==> src/rtl/decimating_complex_fir_core_defines.svh <==
// Assertion helpers used by the filter core RTL.
`ifndef DECIMATING_COMPLEX_FIR_CORE_DEFINES_SVH
`define DECIMATING_COMPLEX_FIR_CORE_DEFINES_SVH

// Consequent must hold in the same cycle as the antecedent.
`define DCFIR_ASSERT_NOW(lbl, ck, rn, ante, cons, msg) \
	lbl: assert property (@(posedge ck) disable iff (!rn) (ante) |-> (cons)) \
		else $error(msg);

// Consequent must hold in the cycle after the antecedent.
`define DCFIR_ASSERT_NEXT(lbl, ck, rn, ante, cons, msg) \
	lbl: assert property (@(posedge ck) disable iff (!rn) (ante) |=> (cons)) \
		else $error(msg);

`endif

==> src/rtl/dcfir_pkg.sv <==
`timescale 1ns / 1ps

package dcfir_pkg;

	localparam int MAX_TAPS_DEF    = 64;
	localparam int SAMPLE_BITS_DEF = 16;
	localparam int COEF_BITS       = 16;
	localparam int TAP_COUNT_BITS  = 7;
	localparam int DECIM_BITS      = 8;
	localparam int TAP_INDEX_BITS  = 6;
	localparam int CMD_BITS        = 2;
	localparam int CFG_INDEX_BITS  = 1;
	localparam int CFG_DATA_BITS   = 8;

	typedef enum logic [CMD_BITS-1:0] {
		CMD_SAMPLE    = 2'd0,
		CMD_TAP_WRITE = 2'd1,
		CMD_CLEAR     = 2'd2
	} cmd_t;

	typedef enum logic [CFG_INDEX_BITS-1:0] {
		REG_TAP_COUNT = 1'b0,
		REG_DECIM     = 1'b1
	} reg_idx_t;

	typedef enum logic [1:0] {
		S_IDLE,
		S_RUN,
		S_DRAIN,
		S_HOLD
	} state_t;

	typedef struct packed {
		logic shift;
		logic rotate;
		logic clear;
	} cell_ctl_t;

	typedef struct packed {
		logic vld;
		logic first;
		logic last;
		logic use_tap;
	} mac_ctl_t;

endpackage

==> src/rtl/dcfir_mac.sv <==
`timescale 1ns / 1ps

module dcfir_mac #(
	parameter int SAMPLE_BITS = dcfir_pkg::SAMPLE_BITS_DEF,
	parameter int MAX_TAPS    = dcfir_pkg::MAX_TAPS_DEF
) (
	input  logic                                     clk,
	input  logic                                     arst_n,
	input  dcfir_pkg::mac_ctl_t                      ctl,
	input  logic signed [SAMPLE_BITS-1:0]            x_re,
	input  logic signed [SAMPLE_BITS-1:0]            x_im,
	input  logic signed [dcfir_pkg::COEF_BITS-1:0]   h,
	output logic signed [SAMPLE_BITS+dcfir_pkg::COEF_BITS+$clog2(MAX_TAPS)-1:0] acc_re,
	output logic signed [SAMPLE_BITS+dcfir_pkg::COEF_BITS+$clog2(MAX_TAPS)-1:0] acc_im,
	output logic                                     done
);
	import dcfir_pkg::*;

	localparam int ProdBits = SAMPLE_BITS + COEF_BITS;
	localparam int AccBits  = ProdBits + $clog2(MAX_TAPS);

	logic signed [ProdBits-1:0] prod_re_s1;
	logic signed [ProdBits-1:0] prod_im_s1;
	mac_ctl_t                   ctl_s1;
	logic signed [AccBits-1:0]  acc_re_q;
	logic signed [AccBits-1:0]  acc_im_q;
	logic signed [AccBits-1:0]  base_re;
	logic signed [AccBits-1:0]  base_im;
	logic signed [AccBits-1:0]  add_re;
	logic signed [AccBits-1:0]  add_im;
	logic                       done_q;

	always_ff @(posedge clk) begin
		prod_re_s1 <= h * x_re;
		prod_im_s1 <= h * x_im;
	end

	always_ff @(posedge clk or negedge arst_n) begin
		if (!arst_n) begin
			ctl_s1 <= '0;
			done_q <= 1'b0;
		end else begin
			ctl_s1 <= ctl;
			done_q <= ctl_s1.vld && ctl_s1.last;
		end
	end

	// taps past the configured count add nothing
	always_comb begin
		base_re = ctl_s1.first ? '0 : acc_re_q;
		base_im = ctl_s1.first ? '0 : acc_im_q;
		add_re  = ctl_s1.use_tap ? AccBits'(prod_re_s1) : '0;
		add_im  = ctl_s1.use_tap ? AccBits'(prod_im_s1) : '0;
	end

	always_ff @(posedge clk) begin
		if (ctl_s1.vld) begin
			acc_re_q <= base_re + add_re;
			acc_im_q <= base_im + add_im;
		end
	end

	assign acc_re = acc_re_q;
	assign acc_im = acc_im_q;
	assign done   = done_q;

endmodule

==> config.mk <==
export PLATFORM = sky130hd
export DESIGN_NAME = dcfir_mac
export DESIGN_NICKNAME = d
export VERILOG_FILES = /design/src/rtl/decimating_complex_fir_core_defines.svh /design/src/rtl/dcfir_pkg.sv /design/src/rtl/dcfir_mac.sv
export SDC_FILE = /design/constraint.sdc
export NUM_CORES = 2
export LEC_CHECK = 0
export BUFFER_PORTS_ARGS = -buffer_cell sky130_fd_sc_hd__buf_2
export CAP_MARGIN = 40
export CORE_MARGIN = 5
export CORE_UTILIZATION = 60
export DETAILED_ROUTE_END_ITERATION = 10
export GPL_TIMING_DRIVEN = 0
export MAX_ROUTING_LAYER = met4
export PLACE_DENSITY = 0.78
export SYNTH_ARGS = -nofsm -noshare
export SYNTH_HDL_FRONTEND = slang
export SYNTH_SLANG_ARGS = --single-unit
==> constraint.sdc <==
create_clock -name clk -period 5 [get_ports clk]
set_clock_uncertainty 0.2 [all_clocks]
set_input_delay 0.5 -clock clk [delete_from_list [all_inputs] [get_ports clk]]
set_output_delay 0.5 -clock clk [all_outputs]
set_load 0.03 [all_outputs]
==> impl_metrics.json <==
{
  "arrival_ns": 6.18,
  "worstHoldPathCells": 2,
  "rows": 79,
  "hp-class": "input port to flip-flop",
  "top_usage_layer": "met2",
  "critPathCaptureType": "flip-flop",
  "grt_pass1_wl_mm": 122.1,
  "hpwl_mm": 60.72,
  "vias": 21820,
  "synth_edf_count": 76,
  "die_x_um": 226.0,
  "finalWorstSetupSlack_ns": -1.025,
  "yosysSeqAreaShare_pct": 13.17,
  "synthesis.nets": 3807,
  "viasPerCell": 5.636,
  "ys_seq_elements": 145,
  "rsz0062_at_grt": "yes",
  "min_from": "x_im[0]",
  "place_congestion": 0.9577,
  "drc": 0,
  "syn_area_per_cell_um2": 9.369,
  "die_area_mm2": 0.05109,
  "synth_compound_area_share_pct": 8.310,
  "htree_levels": 4,
  "wl_per_cell_um": 20.23,
  "muxShareOfSynthArea_pct": 0.07595,
  "r2r_end": "acc_re[36]$_DFFE_PP_",
  "finalCritPeriodShare_pct": 120.5,
  "maxCapViolations": 0,
  "core_area_mm2": 0.04636,
  "synthXorXnorAreaFrac_pct": 4.191,
  "worstRegToRegCells": 16,
  "finalSetupViolCount": 37,
  "synth_area_mm2": 0.02800,
  "path_class": "input port to flip-flop",
  "wirelength_mm": 78.33,
  "yosysWarnings": 0,
  "async_reset_ff_share_pct": 3.448,
  "fin_area_mm2": 0.03326,
  "grt_usage_pct": 31.99,
  "synth_top_family_by_area": "adder cells",
  "ys.flop_type": "edfxtp_1",
  "die_h_um": 226.0,
  "status": "complete, but fails checks",
  "grtUsageMet2_pct": 48.91,
  "overflow": 0,
  "r2r-start": "ctl_s1[2]$_DFF_PN0_",
  "hold_violations": 0,
  "ioPinCount": 131,
  "nNetsFinal": 4067,
  "cts-root-buf": "clkbuf_16",
  "hold_end": "prod_im_s1[0]$_DFF_P_",
  "grt_pass1_vias": 22820,
  "cts.reportedPaths.clkPinSlew_ns": 0.06,
  "violations": "setup timing",
  "max-clock-path-buffers": 2,
  "maxSlewHeadroom_pct": 43.78,
  "drive_gt1_share_pct": 17.33,
  "cts_inserted_buffers": 17,
  "synthToLayoutAreaGrowth_pct": 18.78,
  "post_dp_cell_area_mm2": 0.03025,
  "cp.required_ns": 5.15,
  "ant_nets": 0,
  "timing.critical_path.from_type": "input port",
  "tightest_slew_ns": 0.8433,
  "critPathMaxFanout": 10,
  "dr.pass1.iters": 5,
  "synthSimpleGateAreaFrac_pct": 16.48,
  "grt_max_degree": 41,
  "cts_tree": "yes",
  "synthAdderAreaFrac_pct": 48.24,
  "final_common_cell": "inv_1",
  "timing.fmax_ghz": 0.1660,
  "antenna_found_initial": 2,
  "netlist_instances": 2989,
  "numClockSinks": 145,
  "drt_iter0_drc": 1675,
  "grt_util_met3_pct": 5.797,
  "clock_latency_ns": 0.49,
  "fin_crit_ns": 6.025,
  "start_util_pct": 60.41,
  "final_cell_mix": "575 x inv_1, 497 x fa_1, 290 x and2_1, 273 x nand2_1, 207 x ha_1",
  "synth.distinct_cells": 76,
  "met1_usage_pct": 44.67,
  "rrSetupSlack_ns": 0.17,
  "io_buffers": 130,
  "drv_slew": 0
}
timing repair:
| item | 4_1_cts | 5_1_grt |
|---|---|---|
| hold buffers | 5 | 0 |
| setup endpoints to repair | 53 | 48 |
| cloned | 0 | 3 |
| pin swaps | 83 | 80 |
| endpoints found under the hold margin | 9 | 0 |
| setup buffers | 70 | 34 |
| gates resized for setup | 233 | 164 |
sequential cells by signal, summed over array words and instances (netlist names):
name and flops:
acc_im 38, ctl_s1 4, done 1, prod_re_s1 32
prod_im_s1 32, acc_re 38
cells in the mapped netlist (3+ instances only):
master     count  area, um^2
a2111o_1       4       45.04
a211o_1        5       43.79
a211oi_1      13       97.59
a21o_1        56       420.4
a21oi_1      108       540.5
a221o_1        3       30.03
a31oi_1       12       75.07
and2_1       320        2002
and3_1        10       62.56
clkbuf_1     100       375.4
dfrtp_1        5       125.1
dfxtp_1       64        1281
edfxtp_1      76        2282
fa_1         526       10530
ha_1         238        2978
inv_1        608        2282
nand2_1      284        1066
nand2b_1      19       118.9
nand3_1       24       120.1
nand4_1       14       87.58
nor2_1        75       281.5
nor2b_1       86       538.0
nor3_1        26       130.1
nor3b_1        3       22.52
o2111ai_1      3       26.28
o211ai_1       8       60.06
o21a_1        19       142.6
o21ai_0       52       260.3
o21ai_1        5       25.02
o21bai_1      17       127.6
o2bb2ai_1      3       26.28
o311a_1        3       30.03
o311ai_1       3       26.28
o31ai_1        3       22.52
or3_1          9       56.30
xnor2_1      101       884.6
xor2_1        33       289.0
metal layers:
layer  routed length, um  up-vias
li1                    -     9783
met1               33570    11160
met2               36810      767
met3                6155      113
met4                1793        0
met5                   0        -
cell families after synthesis:
family | after synthesis
AO/OA/AOI/OAI | 347
XOR/XNOR | 134
adder cells (fa/ha/maj) | 764
buffers and inverters | 711
flip-flops | 145
multiplexers | 2
AND/OR/NAND/NOR | 886
through the flow:
step / hold WS (ns) / TNS, ns / util (%) / worst slack [ns] / std cells
final: 0.1403 / -23.25 / 71.76 / -1.025 / 3872
after detailed placement: 0.1204 / -57.35 / 65.26 / -1.925 / 3729
after global placement: 0.1122 / -58.15 / 65.15 / -1.830 / 3726
after CTS: 0.1149 / -21.82 / 70.16 / -1.010 / 3834
after floorplan: 0.004409 / -18.02 / - / -0.8874 / 2989
after global routing: 0.1612 / -28.95 / 71.74 / -1.201 / 3869
critical path, cell delays in order:
cell,delay [ns]
buf_2,0.15
clkbuf_8,0.21
nand2_1,0.09
fa_1,0.51
fa_1,0.60
fa_1,0.44
inv_2,0.08
fa_2,0.44
fa_1,0.49
inv_1,0.05
fa_1,0.49
inv_2,0.05
ha_4,0.25
a21o_1,0.20
a21oi_2,0.14
nor2b_1,0.05
a2111o_1,0.47
a21o_1,0.25
o41a_1,0.35
nand4_1,0.12
a31oi_1,0.11
xnor2_1,0.14
worst max path at each step:
stage | start | to | slack (ns) | cells past startpoint
2_1_floorplan | h[5] | prod_re_s1[29]$_DFF_P_ | -0.89 | 22
3_3_place_gp | h[1] | prod_im_s1[25]$_DFF_P_ | -1.83 | 22
3_5_place_dp | h[2] | prod_im_s1[31]$_DFF_P_ | -1.92 | 22
4_1_cts | h[5] | prod_re_s1[31]$_DFF_P_ | -1.01 | 23
5_1_grt | h[15] | prod_re_s1[31]$_DFF_P_ | -1.20 | 24
6_report | x_re[1] | prod_re_s1[31]$_DFF_P_ | -1.02 | 22
layout make-up:
class | count | area [um^2]
diodes | 4 | 10.01
plain buffers | 100 | 1423
clock buffers | 20 | 436.7
clock inverters | 11 | 141.4
fillers | 3385 | 13090
inverters | 608 | 2282
multi-input cells | 2133 | 22620
flip-flops and latches | 145 | 3694
well taps | 607 | 759.5
repair buffers | 244 | 1902
Power is not shown: default switching activity piles up to over one toggle a cycle in this logic, so the estimate is an artifact.
