===== config.mk =====
export PLATFORM = sky130hd
export DESIGN_NAME = dcfir_cell
export DESIGN_NICKNAME = d
export VERILOG_FILES = /design/src/rtl/decimating_complex_fir_core_defines.svh /design/src/rtl/dcfir_pkg.sv /design/src/rtl/dcfir_cell.sv
export SDC_FILE = /design/constraint.sdc
export NUM_CORES = 1
export LEC_CHECK = 0
export ABC_AREA = 0
export CAP_MARGIN = 20
export CELL_PAD_IN_SITES_DETAIL_PLACEMENT = 2
export CELL_PAD_IN_SITES_GLOBAL_PLACEMENT = 2
export CORE_UTILIZATION = 40
export DETAILED_ROUTE_END_ITERATION = 16
export DONT_BUFFER_PORTS = 1
export GPL_TIMING_DRIVEN = 1
export PLACE_DENSITY_LB_ADDON = 0.25
export SLEW_MARGIN = 30
export SYNTH_ARGS = -nofsm -noshare
export SYNTH_HDL_FRONTEND = slang
export SYNTH_SLANG_ARGS = --single-unit
export TNS_END_PERCENT = 50

===== constraint.sdc =====
create_clock -name clk -period 1.14 [get_ports clk]
set_input_delay 0.114 -clock clk [delete_from_list [all_inputs] [get_ports clk]]
set_output_delay 0.114 -clock clk [all_outputs]
set_load 0.005 [all_outputs]

===== src/rtl/decimating_complex_fir_core_defines.svh =====
// Assertion helpers used by the filter core RTL.
`ifndef DECIMATING_COMPLEX_FIR_CORE_DEFINES_SVH
`define DECIMATING_COMPLEX_FIR_CORE_DEFINES_SVH

// Consequent must hold in the same cycle as the antecedent.
`define DCFIR_ASSERT_NOW(lbl, ck, rn, ante, cons, msg) \
	lbl: assert property (@(posedge ck) disable iff (!rn) (ante) |-> (cons)) \
		else $error(msg);

// Consequent must hold in the cycle after the antecedent.
`define DCFIR_ASSERT_NEXT(lbl, ck, rn, ante, cons, msg) \
	lbl: assert property (@(posedge ck) disable iff (!rn) (ante) |=> (cons)) \
		else $error(msg);

`endif


===== src/rtl/dcfir_pkg.sv =====
`timescale 1ns / 1ps

package dcfir_pkg;

	localparam int MAX_TAPS_DEF    = 64;
	localparam int SAMPLE_BITS_DEF = 16;
	localparam int COEF_BITS       = 16;
	localparam int TAP_COUNT_BITS  = 7;
	localparam int DECIM_BITS      = 8;
	localparam int TAP_INDEX_BITS  = 6;
	localparam int CMD_BITS        = 2;
	localparam int CFG_INDEX_BITS  = 1;
	localparam int CFG_DATA_BITS   = 8;

	typedef enum logic [CMD_BITS-1:0] {
		CMD_SAMPLE    = 2'd0,
		CMD_TAP_WRITE = 2'd1,
		CMD_CLEAR     = 2'd2
	} cmd_t;

	typedef enum logic [CFG_INDEX_BITS-1:0] {
		REG_TAP_COUNT = 1'b0,
		REG_DECIM     = 1'b1
	} reg_idx_t;

	typedef enum logic [1:0] {
		S_IDLE,
		S_RUN,
		S_DRAIN,
		S_HOLD
	} state_t;

	typedef struct packed {
		logic shift;
		logic rotate;
		logic clear;
	} cell_ctl_t;

	typedef struct packed {
		logic vld;
		logic first;
		logic last;
		logic use_tap;
	} mac_ctl_t;

endpackage


===== src/rtl/dcfir_cell.sv =====
`timescale 1ns / 1ps

module dcfir_cell #(
	parameter int SAMPLE_BITS = dcfir_pkg::SAMPLE_BITS_DEF
) (
	input  logic                                     clk,
	input  logic                                     arst_n,
	input  dcfir_pkg::cell_ctl_t                     ctl,
	input  logic                                     tap_we,
	input  logic signed [dcfir_pkg::COEF_BITS-1:0]   tap_value,
	input  logic signed [SAMPLE_BITS-1:0]            left_re,
	input  logic signed [SAMPLE_BITS-1:0]            left_im,
	input  logic signed [SAMPLE_BITS-1:0]            right_re,
	input  logic signed [SAMPLE_BITS-1:0]            right_im,
	input  logic signed [dcfir_pkg::COEF_BITS-1:0]   right_h,
	output logic signed [SAMPLE_BITS-1:0]            x_re,
	output logic signed [SAMPLE_BITS-1:0]            x_im,
	output logic signed [dcfir_pkg::COEF_BITS-1:0]   h
);
	import dcfir_pkg::*;

	logic signed [SAMPLE_BITS-1:0] x_re_q;
	logic signed [SAMPLE_BITS-1:0] x_im_q;
	logic signed [COEF_BITS-1:0]   h_q;

	// history: clears on a clear, shifts on a new sample, rotates with the tap during a pass
	always_ff @(posedge clk or negedge arst_n) begin
		if (!arst_n) begin
			x_re_q <= '0;
			x_im_q <= '0;
		end else begin
			priority if (ctl.clear) begin
				x_re_q <= '0;
				x_im_q <= '0;
			end else if (ctl.shift) begin
				x_re_q <= left_re;
				x_im_q <= left_im;
			end else if (ctl.rotate) begin
				x_re_q <= right_re;
				x_im_q <= right_im;
			end else begin
				x_re_q <= x_re_q;
				x_im_q <= x_im_q;
			end
		end
	end

	always_ff @(posedge clk) begin
		priority if (ctl.rotate) begin
			h_q <= right_h;
		end else if (tap_we) begin
			h_q <= tap_value;
		end else begin
			h_q <= h_q;
		end
	end

	assign x_re = x_re_q;
	assign x_im = x_im_q;
	assign h    = h_q;

endmodule


==> metrics, run 1 <==
clk_lat worst skew around 290 ps; Worst path slowest cell dfrtp_1; kind of critical path flop to flop; GRT Residual Overflow 0; period utilization between 70 and 80%; Post-Synthesis Cells 177; sequential area share after synthesis 53.6%; die area between 6000 and 7000 um2; CTS buffer count 5; CP Launch Type flop; final worst setup slack between 200 and 250 ps; CTS Sinks 48; fin. max-slew vios 0; drt drc 0; WHS approximately 2.1 ps; Fill cells about 550; root buf cell clkbuf_8; CP Cell Sequence mux2i_1 -> a211oi_1; Peak supply drop roughly 0.57 mV; post-CTS sizing 0; slowest stage delay, CP 390 ps; share of cells above drive strength 1 between 10% and 20%; Worst Path Required around 1300 ps; pin count of the biggest net entering global routing 50; post-CTS setup repair buffer count 0; vias in the first global route roughly 1.6k; Yosys reg bits 48; DR WL/cell about 23 um; synth warn 0; Pre-antenna DRT Iters 2; min cycle time layout ~900 ps; CP arrival about 1100 ps; critical path launch point x_re[13]; DR vias 1458; global-route wire length before repair around 8.5 mm; routed wire length around 5.6 mm; GRT Total Usage a little under a fifth; routability cong. about 0.74; reg2reg path depth 2; vias per std cell a little under 6; RR Startpoint x_re[13]; I/O Buffers 0; Die Y ~79 um; count of final setup violators 0; reg2reg end x_re[13]; power per cell area between 1000 and 1500 nW/um2; htree depth 2; Cell variety after synth 13; Final nets approximately 280; Final Hold Viols 0; initial drt markers 34; synthesized area 2390 um2; worst slack, placed approximately 180 ps; Routed Antenna Nets 0; Crit. path cell count 2; Clock Skew 0 ps; CP Buf/Inv Count 0; worst slew pin tran 378 ps; row cnt 27; CP endpoint x_re[13]; initial antenna violation count 0; TritonCTS clock tree built; I/O pins 150; syn_area_per_cell 13.5 um2; Die X-Extent 79.3 um; outcome complete, no violations; crit path capture type flop; RSZ-0062 raised after global routing no; cell leakage power around 1.1 nW; r2r setup slk between 200 and 250 ps; delay-heaviest family, CP flip-flops; Initial Utilization ~42%; total power around 3.6 mW; Fmax about 1.1 GHz; area delta synth->final 6.64%; HPWL after detailed placement 4.12 mm; Core Region between 5000 and 6000 um2; Ant. Diodes 0; Hold WC Path Type input port to flop; clk slew on worst S/H paths approximately 80 ps; setup TNS 0 ps; Max Root-Sink Buffers 2; syn_nets between 200 and 300; Slew Limit Headroom about three quarters; Max FO, Critical Path 2; Max-cap violations 0
[layout by cell type (no fill, tap or decap), drive strengths merged]
master       netlist  layout
mux2i             32      32
nor2b             32      32
a211oi            32      32
dfrtp             32      32
edfxtp            16      16
mux2              16      16
clkbuf             9       6
buf                6       4
dlygate4sd3        0       3
or2                1       1
inv                1       1
clkinv             0       1
bufinv             0       1
[synthesized netlist by cell type, drive strengths merged]
library cell / count / area, um2
a211oi: 32 / 240
buf: 6 / 92.6
clkbuf: 9 / 33.8
dfrtp: 32 / 801
edfxtp: 16 / 480
inv: 1 / 3.75
mux2: 16 / 214
mux2i: 32 / 320
nor2b: 32 / 200
or2: 1 / 6.26
[logic make-up after synthesis]
group / count (synthesis) / synth area share (%)
multiplexers: 48 / 22.3
AO/OA/AOI/OAI: 32 / 10.0
flip-flops: 48 / 53.6
AND/OR/NAND/NOR: 33 / 8.63
buffers and inverters: 16 / 5.44
[final cells by class]
| type | count | area, um2 | area share [%] |
|---|---|---|---|
| clock inverter | 2 | 35.0 | 1.37 |
| multi-input combinational | 113 | 983 | 38.5 |
| tap | 72 | 90.1 | 3.53 |
| sequential | 48 | 1280 | 50.2 |
| timing repair buffer | 7 | 85.1 | 3.33 |
| clock buffer | 6 | 72.6 | 2.84 |
| inverter | 1 | 3.75 | 0.147 |
[routing by layer]
layer  global-route usage (%)  part of all wire (%)
met5                        0                     0
met4                     6.36                   1.7
met3                     5.52                   7.0
met2                     32.5                    53
met1                     20.9                    39
[where the power goes]
part           internal, mW  switching (mW)  total [mW]  leakage [nW]
registers              1.94           0.105        2.04         0.574
logic                 0.205           0.158       0.363         0.445
clock network         0.651           0.535        1.19        0.0552
[worst min path at each step]
stage | from | endpoint | slack [ps] | depth (start not counted)
5_1_grt | left_re[7] | x_re[7] | 3 | 2
3_5_place_dp | arst_n | x_re[8] | -180 | 0
3_3_place_gp | arst_n | x_im[1] | -180 | 0
2_1_floorplan | arst_n | x_im[0] | -180 | 0
4_1_cts | left_im[1] | x_im[1] | 0.3 | 2
6_report | left_im[13] | x_im[13] | 2 | 2
[worst register-to-register path, stage by stage (launching register included)]
cell and delay [ps]:
dfrtp_1 390, mux2i_1 90, a211oi_1 300
[repair_timing]
item | in CTS | in global routing
endpoints found under the hold margin | 64 | 0
setup endpoints to repair | 0 | 0
hold buffers | 5 | 0
[metrics by stage]
step	utilization (%)	area (um2)	instances
2_1_floorplan	-	2390	177
3_3_place_gp	42.1	2370	236
3_5_place_dp	42.1	2370	236
4_1_cts	45.2	2550	249
5_1_grt	45.2	2550	249
6_report	45.2	2550	249
[registers in the layout, summed over array words and instances (netlist names)]
register / count
h: 16
x_im: 16
x_re: 16
No activity file was read; power rests on OpenSTA's default activity.
==> run 2: changes to the inputs <==
--- a/config.mk
+++ b/config.mk
@@ -5,11 +5,11 @@
 export SDC_FILE = /design/constraint.sdc
 export NUM_CORES = 1
 export LEC_CHECK = 0
-export ABC_AREA = 0
+export ABC_AREA = 1
 export CAP_MARGIN = 20
 export CELL_PAD_IN_SITES_DETAIL_PLACEMENT = 2
 export CELL_PAD_IN_SITES_GLOBAL_PLACEMENT = 2
-export CORE_UTILIZATION = 40
+export CORE_UTILIZATION = 29
 export DETAILED_ROUTE_END_ITERATION = 16
 export DONT_BUFFER_PORTS = 1
 export GPL_TIMING_DRIVEN = 1
==> constraint.sdc (replaced) <==
create_clock -name clk -period 0.8 [get_ports clk]
set_input_delay 0.08 -clock clk [delete_from_list [all_inputs] [get_ports clk]]
set_output_delay 0.08 -clock clk [all_outputs]
set_load 0.005 [all_outputs]
==> run 2 against run 1 <==
  * The run now ends with hold timing, setup timing left
  * Die area rose by 40%
  * Clock-buffer cell count fell by 1
  * Clock power rose by 50%
  * Sequential power rose by 44%
  * Power rose by 56%
  * Hold slack got worse by 540 ps
  * Highest routed layer unchanged
==> metrics, run 2 <==
vias in the first global route 2687 (+65%); Slew Limit Headroom 82.3% (+7.6 points); DR WL/cell 18.4 um (-19%); Synth top area share 32.6% (-0.84 points); GRT Total Usage 21.2% (+2.9 points); FFs w/ async S/R, synth 66.7% (unchanged); Final Hold Viols 34 (+34); Internal Power 4.15 mW (+49%); syn_nets 415 (+49%); Die Y 94.0 um (+18%); Synth Flop Type dfrtp_1; register share of total power 52.2% (-4.7 points); Max Root-Sink Buffers 2 (unchanged); RSZ-0062 raised after global routing yes; vias per std cell 4.82 (-18%); routability cong. 0.655 (-12%); Ant. Diodes 0 (unchanged); outcome finished, violations left; area delta synth->final 40.5%; Pre-antenna DRT Iters 4 (+2); DR vias 2395 (+64%); HPWL after detailed placement 5.25 mm (+27%); Hold WC Path Type input port to async pin; Clock Skew 0 ps (unchanged); CP arrival 750 ps (-320 ps); row cnt 33 (+22%); Core Region 8220 um2 (+46%); I/O Buffers 0 (unchanged); synth warn 0 (unchanged); pin count of the biggest net entering global routing 35 (-30%); htree depth 2 (unchanged); GRT Residual Overflow 0 (unchanged); reg2reg end x_re[1]; leading area contributor after synthesis dfrtp_1; clk slew on worst S/H paths 90 ps (about the same); die area 8830 um2 (+40%); initial drt markers 38 (+12%); count leader, synth nand2_1; syn_area_per_cell 7.84 um2 (-42%); clock power share 31.7% (-1.3 points); RR Startpoint x_re[1]; Max FO, Critical Path 1 (-1); share of cells above drive strength 1 6.12% (-9.7 points); Worst Path Required 720 ps (-600 ps); Initial Utilization 29.9% (-13 points); combinational power share 16.0% (+5.9 points); power per cell area 1620 nW/um2 (+15%); final worst setup slack -27.4 ps (-276 ps); Psw 1.45 mW (+81%); synthesized area 2450 um2 (+2.6%); top post-synthesis cells by area dfrtp_1 33%, nand2_1 32%, edfxtp_1 20%; post-CTS setup repair buffer count 0 (unchanged); fin. max-slew vios 0 (unchanged); Yosys reg bits 48 (unchanged); min cycle time layout 827 ps; clk_lat worst skew 300 ps (about the same); routed wire length 9.15 mm (+62%); period utilization 103%; Die X-Extent 94.0 um (+18%); Routed Antenna Nets 0 (unchanged); commonest non-fill, non-tap cell in the layout nand2_1; Post-Synthesis Cells 313 (+77%); switch share 25.8% (+3.6 points); Fmax 1.21 GHz; setup TNS -120 ps (-120 ps); CTS Hold Bufs 78 (+73); violated checks hold timing, setup timing; root buf cell clkbuf_8; CTS Sinks 48 (unchanged); CTS buffer count 5 (unchanged); Final nets 493 (+77%); Post-Place Cells 411 (+74%); worst slack, placed 95.0 ps (-88.6 ps); I/O pins 150 (unchanged); WHS -539 ps (-541 ps); Post-synth EDFFs 16 (unchanged); crit path capture type primary output; count of final setup violators 17 (+17); kind of critical path flop to primary output; CP Launch Type flop; initial antenna violation count 0 (unchanged); TritonCTS clock tree built; Crit. path cell count 0 (-2); r2r setup slk 100 ps (-150 ps); sequential area share after synthesis 52.2% (-1.3 points); Post-synth top cells 208 x nand2_1, 32 x dfrtp_1, 32 x nand3_1, 16 x edfxtp_1, 11 x buf_6; cell leakage power 1.75 nW (+63%); commonest non-fill, non-tap cells in the layout 208 x nand2_1, 77 x dlygate4sd3_1, 32 x nand3_1, 32 x dfrtp_1, 16 x edfxtp_1; global-route wire length before repair 14.0 mm (+64%); drt drc 0 (unchanged); reg2reg path depth 2 (unchanged); Cell variety after synth 11 (-2); Max-cap violations 0 (unchanged); Post-Layout Cell Count 497 (+100%); worst slew pin tran 265 ps (-113 ps); Peak supply drop 0.683 mV (+20%)
[run 2: cell count changes in the layout (fill, tap and decap cells not counted), sizes merged]
cell,before,now
a211oi,32,0
buf,4,12
clkbuf,6,5
clkinv,1,0
clkinvlp,0,2
dlygate4sd3,3,77
dlymetal6s4s,0,1
inv,1,3
mux2,16,0
mux2i,32,0
nand2,0,208
nand3,0,32
nor2,0,2
nor2b,32,0
[run 2: power by group through the flow]
stage	sequential, mW	clock (mW)	combinational (mW)
floorplan	2.91	0	0.477
global placement	2.97	0	0.535
detailed placement	2.98	0	0.565
CTS	2.93	1.85	0.865
global route	2.95	1.94	0.995
finish	2.93	1.78	0.898
[run 2: final cells by class]
| class | count | area, um2 |
|---|---|---|
| Sequential cell | 48 | 1280 |
| Clock buffer | 5 | 68.8 |
| Multi-Input combinational cell | 243 | 990 |
| Clock inverter | 3 | 42.5 |
| Timing Repair Buffer | 90 | 923 |
| Inverter | 3 | 11.3 |
| Fill cell | 944 | 4770 |
| Tap cell | 105 | 131 |
[run 2: kinds of logic after synthesis]
| kind of cell | Yosys count | share of synthesized area [%] |
|---|---|---|
| buf+inv | 22 | 7.55 |
| flops | 48 | 52.2 |
| simple gates | 243 | 40.2 |
[run 2: per-stage QoR]
step                util [%]  cell area, um2  power [mW]
finish                  42.0            3450        5.60
global route            42.0            3450        5.88
CTS                     41.9            3450        5.65
detailed placement      31.1            2550        3.54
global placement        31.1            2550        3.51
floorplan                  -            2460        3.39
[run 2: how the worst max path moves through the flow]
| stage | from | to | slack [ps] |
|---|---|---|---|
| floorplan | ctl[1] | h[10] | -3 |
| global placement | ctl[1] | h[10] | 120 |
| detailed placement | ctl[1] | x_im[1] | 100 |
| CTS | h[14] | h[14] | -40 |
| global route | h[2] | h[2] | -60 |
| finish | h[14] | h[14] | -30 |
[run 2: layer usage]
metal	track usage [%]	routed length, um	part of all wire (%)	vias to the layer above
met4	4.74	104	1.1	0
met5	0	0	0	-
li1	-	-	-	1124
met2	40.8	5040	55	89
met3	7.20	620	6.8	8
met1	21.9	3380	37	1174
[run 2: repair_timing]
action,CTS,global route
endpoints found under the setup margin,48,54
gates cloned,0,0
resized for setup,0,1
endpoints found under the hold margin,73,32
==> run 3: changes to the inputs <==
--- a/config.mk
+++ b/config.mk
@@ -6,9 +6,11 @@
 export NUM_CORES = 1
 export LEC_CHECK = 0
 export ABC_AREA = 1
+export ABC_CLOCK_PERIOD_IN_PS = 800
 export CAP_MARGIN = 20
 export CELL_PAD_IN_SITES_DETAIL_PLACEMENT = 2
 export CELL_PAD_IN_SITES_GLOBAL_PLACEMENT = 2
+export CORE_ASPECT_RATIO = 0.9
 export CORE_UTILIZATION = 29
 export DETAILED_ROUTE_END_ITERATION = 16
 export DONT_BUFFER_PORTS = 1
==> run 3 against run 2 <==
  * The flow still finishes with violations (hold timing, setup timing)
  * Flip-flop and latch count unchanged
  * Non-clock buffer count grew 14
  * Die area hardly changed
  * Clock-buffer cell count did not move
  * Via count is 1.8% higher
  * Worst setup slack worse by 85 ps
  * Clock skew is the same
  * Cell area up 4.4%
  * Largest cell class unchanged
  * Largest power group unchanged
==> metrics, run 3 (synthesis gave the netlist of run 2 again) <==
CTS Hold Bufs 90 (+15%); violated checks hold timing, setup timing; RR Startpoint x_re[7]; CP Cell Sequence buf_6; reg2reg end x_re[7]; Max FO, Critical Path 2 (+1); r2r setup slk 50 ps (-50 ps); grt met3 use 7.19% (-0.0075 points); DR vias 2438 (+1.8%); Final Cell Area 3600 um2 (+4.4%); fin. max-slew vios 0 (unchanged); commonest non-fill, non-tap cell in the layout nand2_1; Slew Limit Headroom 69.4% (-13 points); CP Launch Type flop; DR WL/cell 17.6 um (-4.6%); final worst setup slack -113 ps (-85.3 ps); M2 GR Usage 41.0% (+0.25 points); root buf cell clkbuf_8; die area 8830 um2 (about the same); crit path capture type primary output; met1 Use GR 19.7% (-2.2 points); Ant. Diodes 0 (unchanged); clk slew on worst S/H paths 90 ps (about the same); slowest stage delay, CP just over 400 ps; worst slack, placed 115 ps (+19.9 ps); share of cells above drive strength 1 6.40% (+0.28 points); Worst Path Required 720 ps (about the same); most used routing layer met2; Max-cap violations 0 (unchanged); global-route wire length before repair 13.6 mm (-3.2%); count of final setup violators 22 (+5); CP arrival 830 ps (+80 ps); GRT Residual Overflow 0 (unchanged); RSZ-0062 raised after global routing yes; Clock Skew 0 ps (unchanged); cell leakage power 1.82 nW (+3.8%); GRT Total Usage 20.3% (-0.92 points); Initial Utilization 30.3% (+0.41 points); Final nets 507 (+2.8%); initial drt markers 34 (-11%); min cycle time layout 913 ps (+85.3 ps); outcome finished, violations left; Fmax 1.10 GHz (-9.3%); vias in the first global route 2721 (+1.3%); initial antenna violation count 0 (unchanged); pin count of the biggest net entering global routing 35 (unchanged); routed wire length 8.87 mm (-3.0%); vias per std cell 4.83 (+0.18%); Final Hold Viols 35 (+2.9%); Core Region 8110 um2 (-1.3%); htree depth 2 (unchanged); clk_lat worst skew 300 ps (about the same); I/O Buffers 0 (unchanged); Peak supply drop 0.693 mV (+1.4%); worst slew pin tran 459 ps (+194 ps); HPWL after detailed placement 5.09 mm (-2.9%); power per cell area 1590 nW/um2 (-2.4%); Routed Antenna Nets 0 (unchanged); row cnt 31 (-6.1%); TritonCTS clock tree built; Max Root-Sink Buffers 2 (unchanged); CTS Sinks 48 (unchanged); area delta synth->final 46.8%; routability cong. 0.647 (-1.2%); placed cell area 2570 um2 (+0.49%); delay-heaviest family, CP flip-flops; Die Y 89.3 um (-5.0%); reg2reg path depth 3 (+1); Hold WC Path Type input port to async pin; period utilization 114% (+11 points); WHS -542 ps (-2.99 ps); Die X-Extent 99.0 um (+5.3%); Pre-antenna DRT Iters 4 (unchanged); drt drc 0 (unchanged); Worst path slowest cell dfrtp_1; commonest non-fill, non-tap cells in the layout 208 x nand2_1, 89 x dlygate4sd3_1, 32 x nand3_1, 32 x dfrtp_1, 16 x edfxtp_1; CTS buffer count 5 (unchanged); I/O pins 150 (unchanged); kind of critical path flop to primary output; CP Buf/Inv Count 1
==> run 3: final cells by class <==
| cell class | count | area [um2] |
|---|---|---|
| Clock inverter | 3 | 47.5 |
| Clock buffer | 5 | 68.8 |
| Fill cell | 888 | 4510 |
| Sequential cell | 48 | 1280 |
| Tap cell | 99 | 124 |
| Inverter | 3 | 11.3 |
| Timing Repair Buffer | 104 | 1080 |
| Multi-Input combinational cell | 243 | 990 |
==> run 3: worst max path at each step <==
stage	startpoint	end	slack (ps)	cells past startpoint
after floorplan	ctl[1]	h[10]	-3	5
after global placement	ctl[1]	h[12]	120	1
after detailed placement	ctl[1]	h[5]	110	1
after CTS	x_re[7]	x_re[7]	-130	1
after global routing	x_re[8]	x_re[8]	-160	1
final	x_re[7]	x_re[7]	-110	1
==> run 3: timing repair <==
action,4_1_cts,5_1_grt
pin swaps,0,1
gates cloned,0,0
resized for setup,2,1
hold endpoints to repair,79,32
buffers inserted,1,0
setup endpoints to repair,47,61
==> run 3: per-stage QoR <==
step | power, mW | TNS (ps) | utilization, % | hold WS (ps) | instances
6_report | 5.71 | -395 | 44.4 | -542 | 505
5_1_grt | 5.99 | -1810 | 44.4 | -575 | 505
4_1_cts | 5.75 | -2090 | 44.4 | -557 | 505
3_5_place_dp | 3.55 | 0 | 31.7 | -215 | 406
3_3_place_gp | 3.52 | 0 | 31.7 | -215 | 406
2_1_floorplan | 3.39 | -32.7 | - | -216 | 313
==> run 3: per-layer routing <==
metal  wire, um  share of wire (%)
met5          0                  0
met4         81               0.91
met3        700                7.9
met2       4690                 53
met1       3410                 38
==> run 3: where the power goes <==
part           leakage, nW  internal [mW]  switching, mW
clock               0.0583          0.943          0.882
sequential           0.587           2.76          0.162
combinational         1.17          0.531          0.432
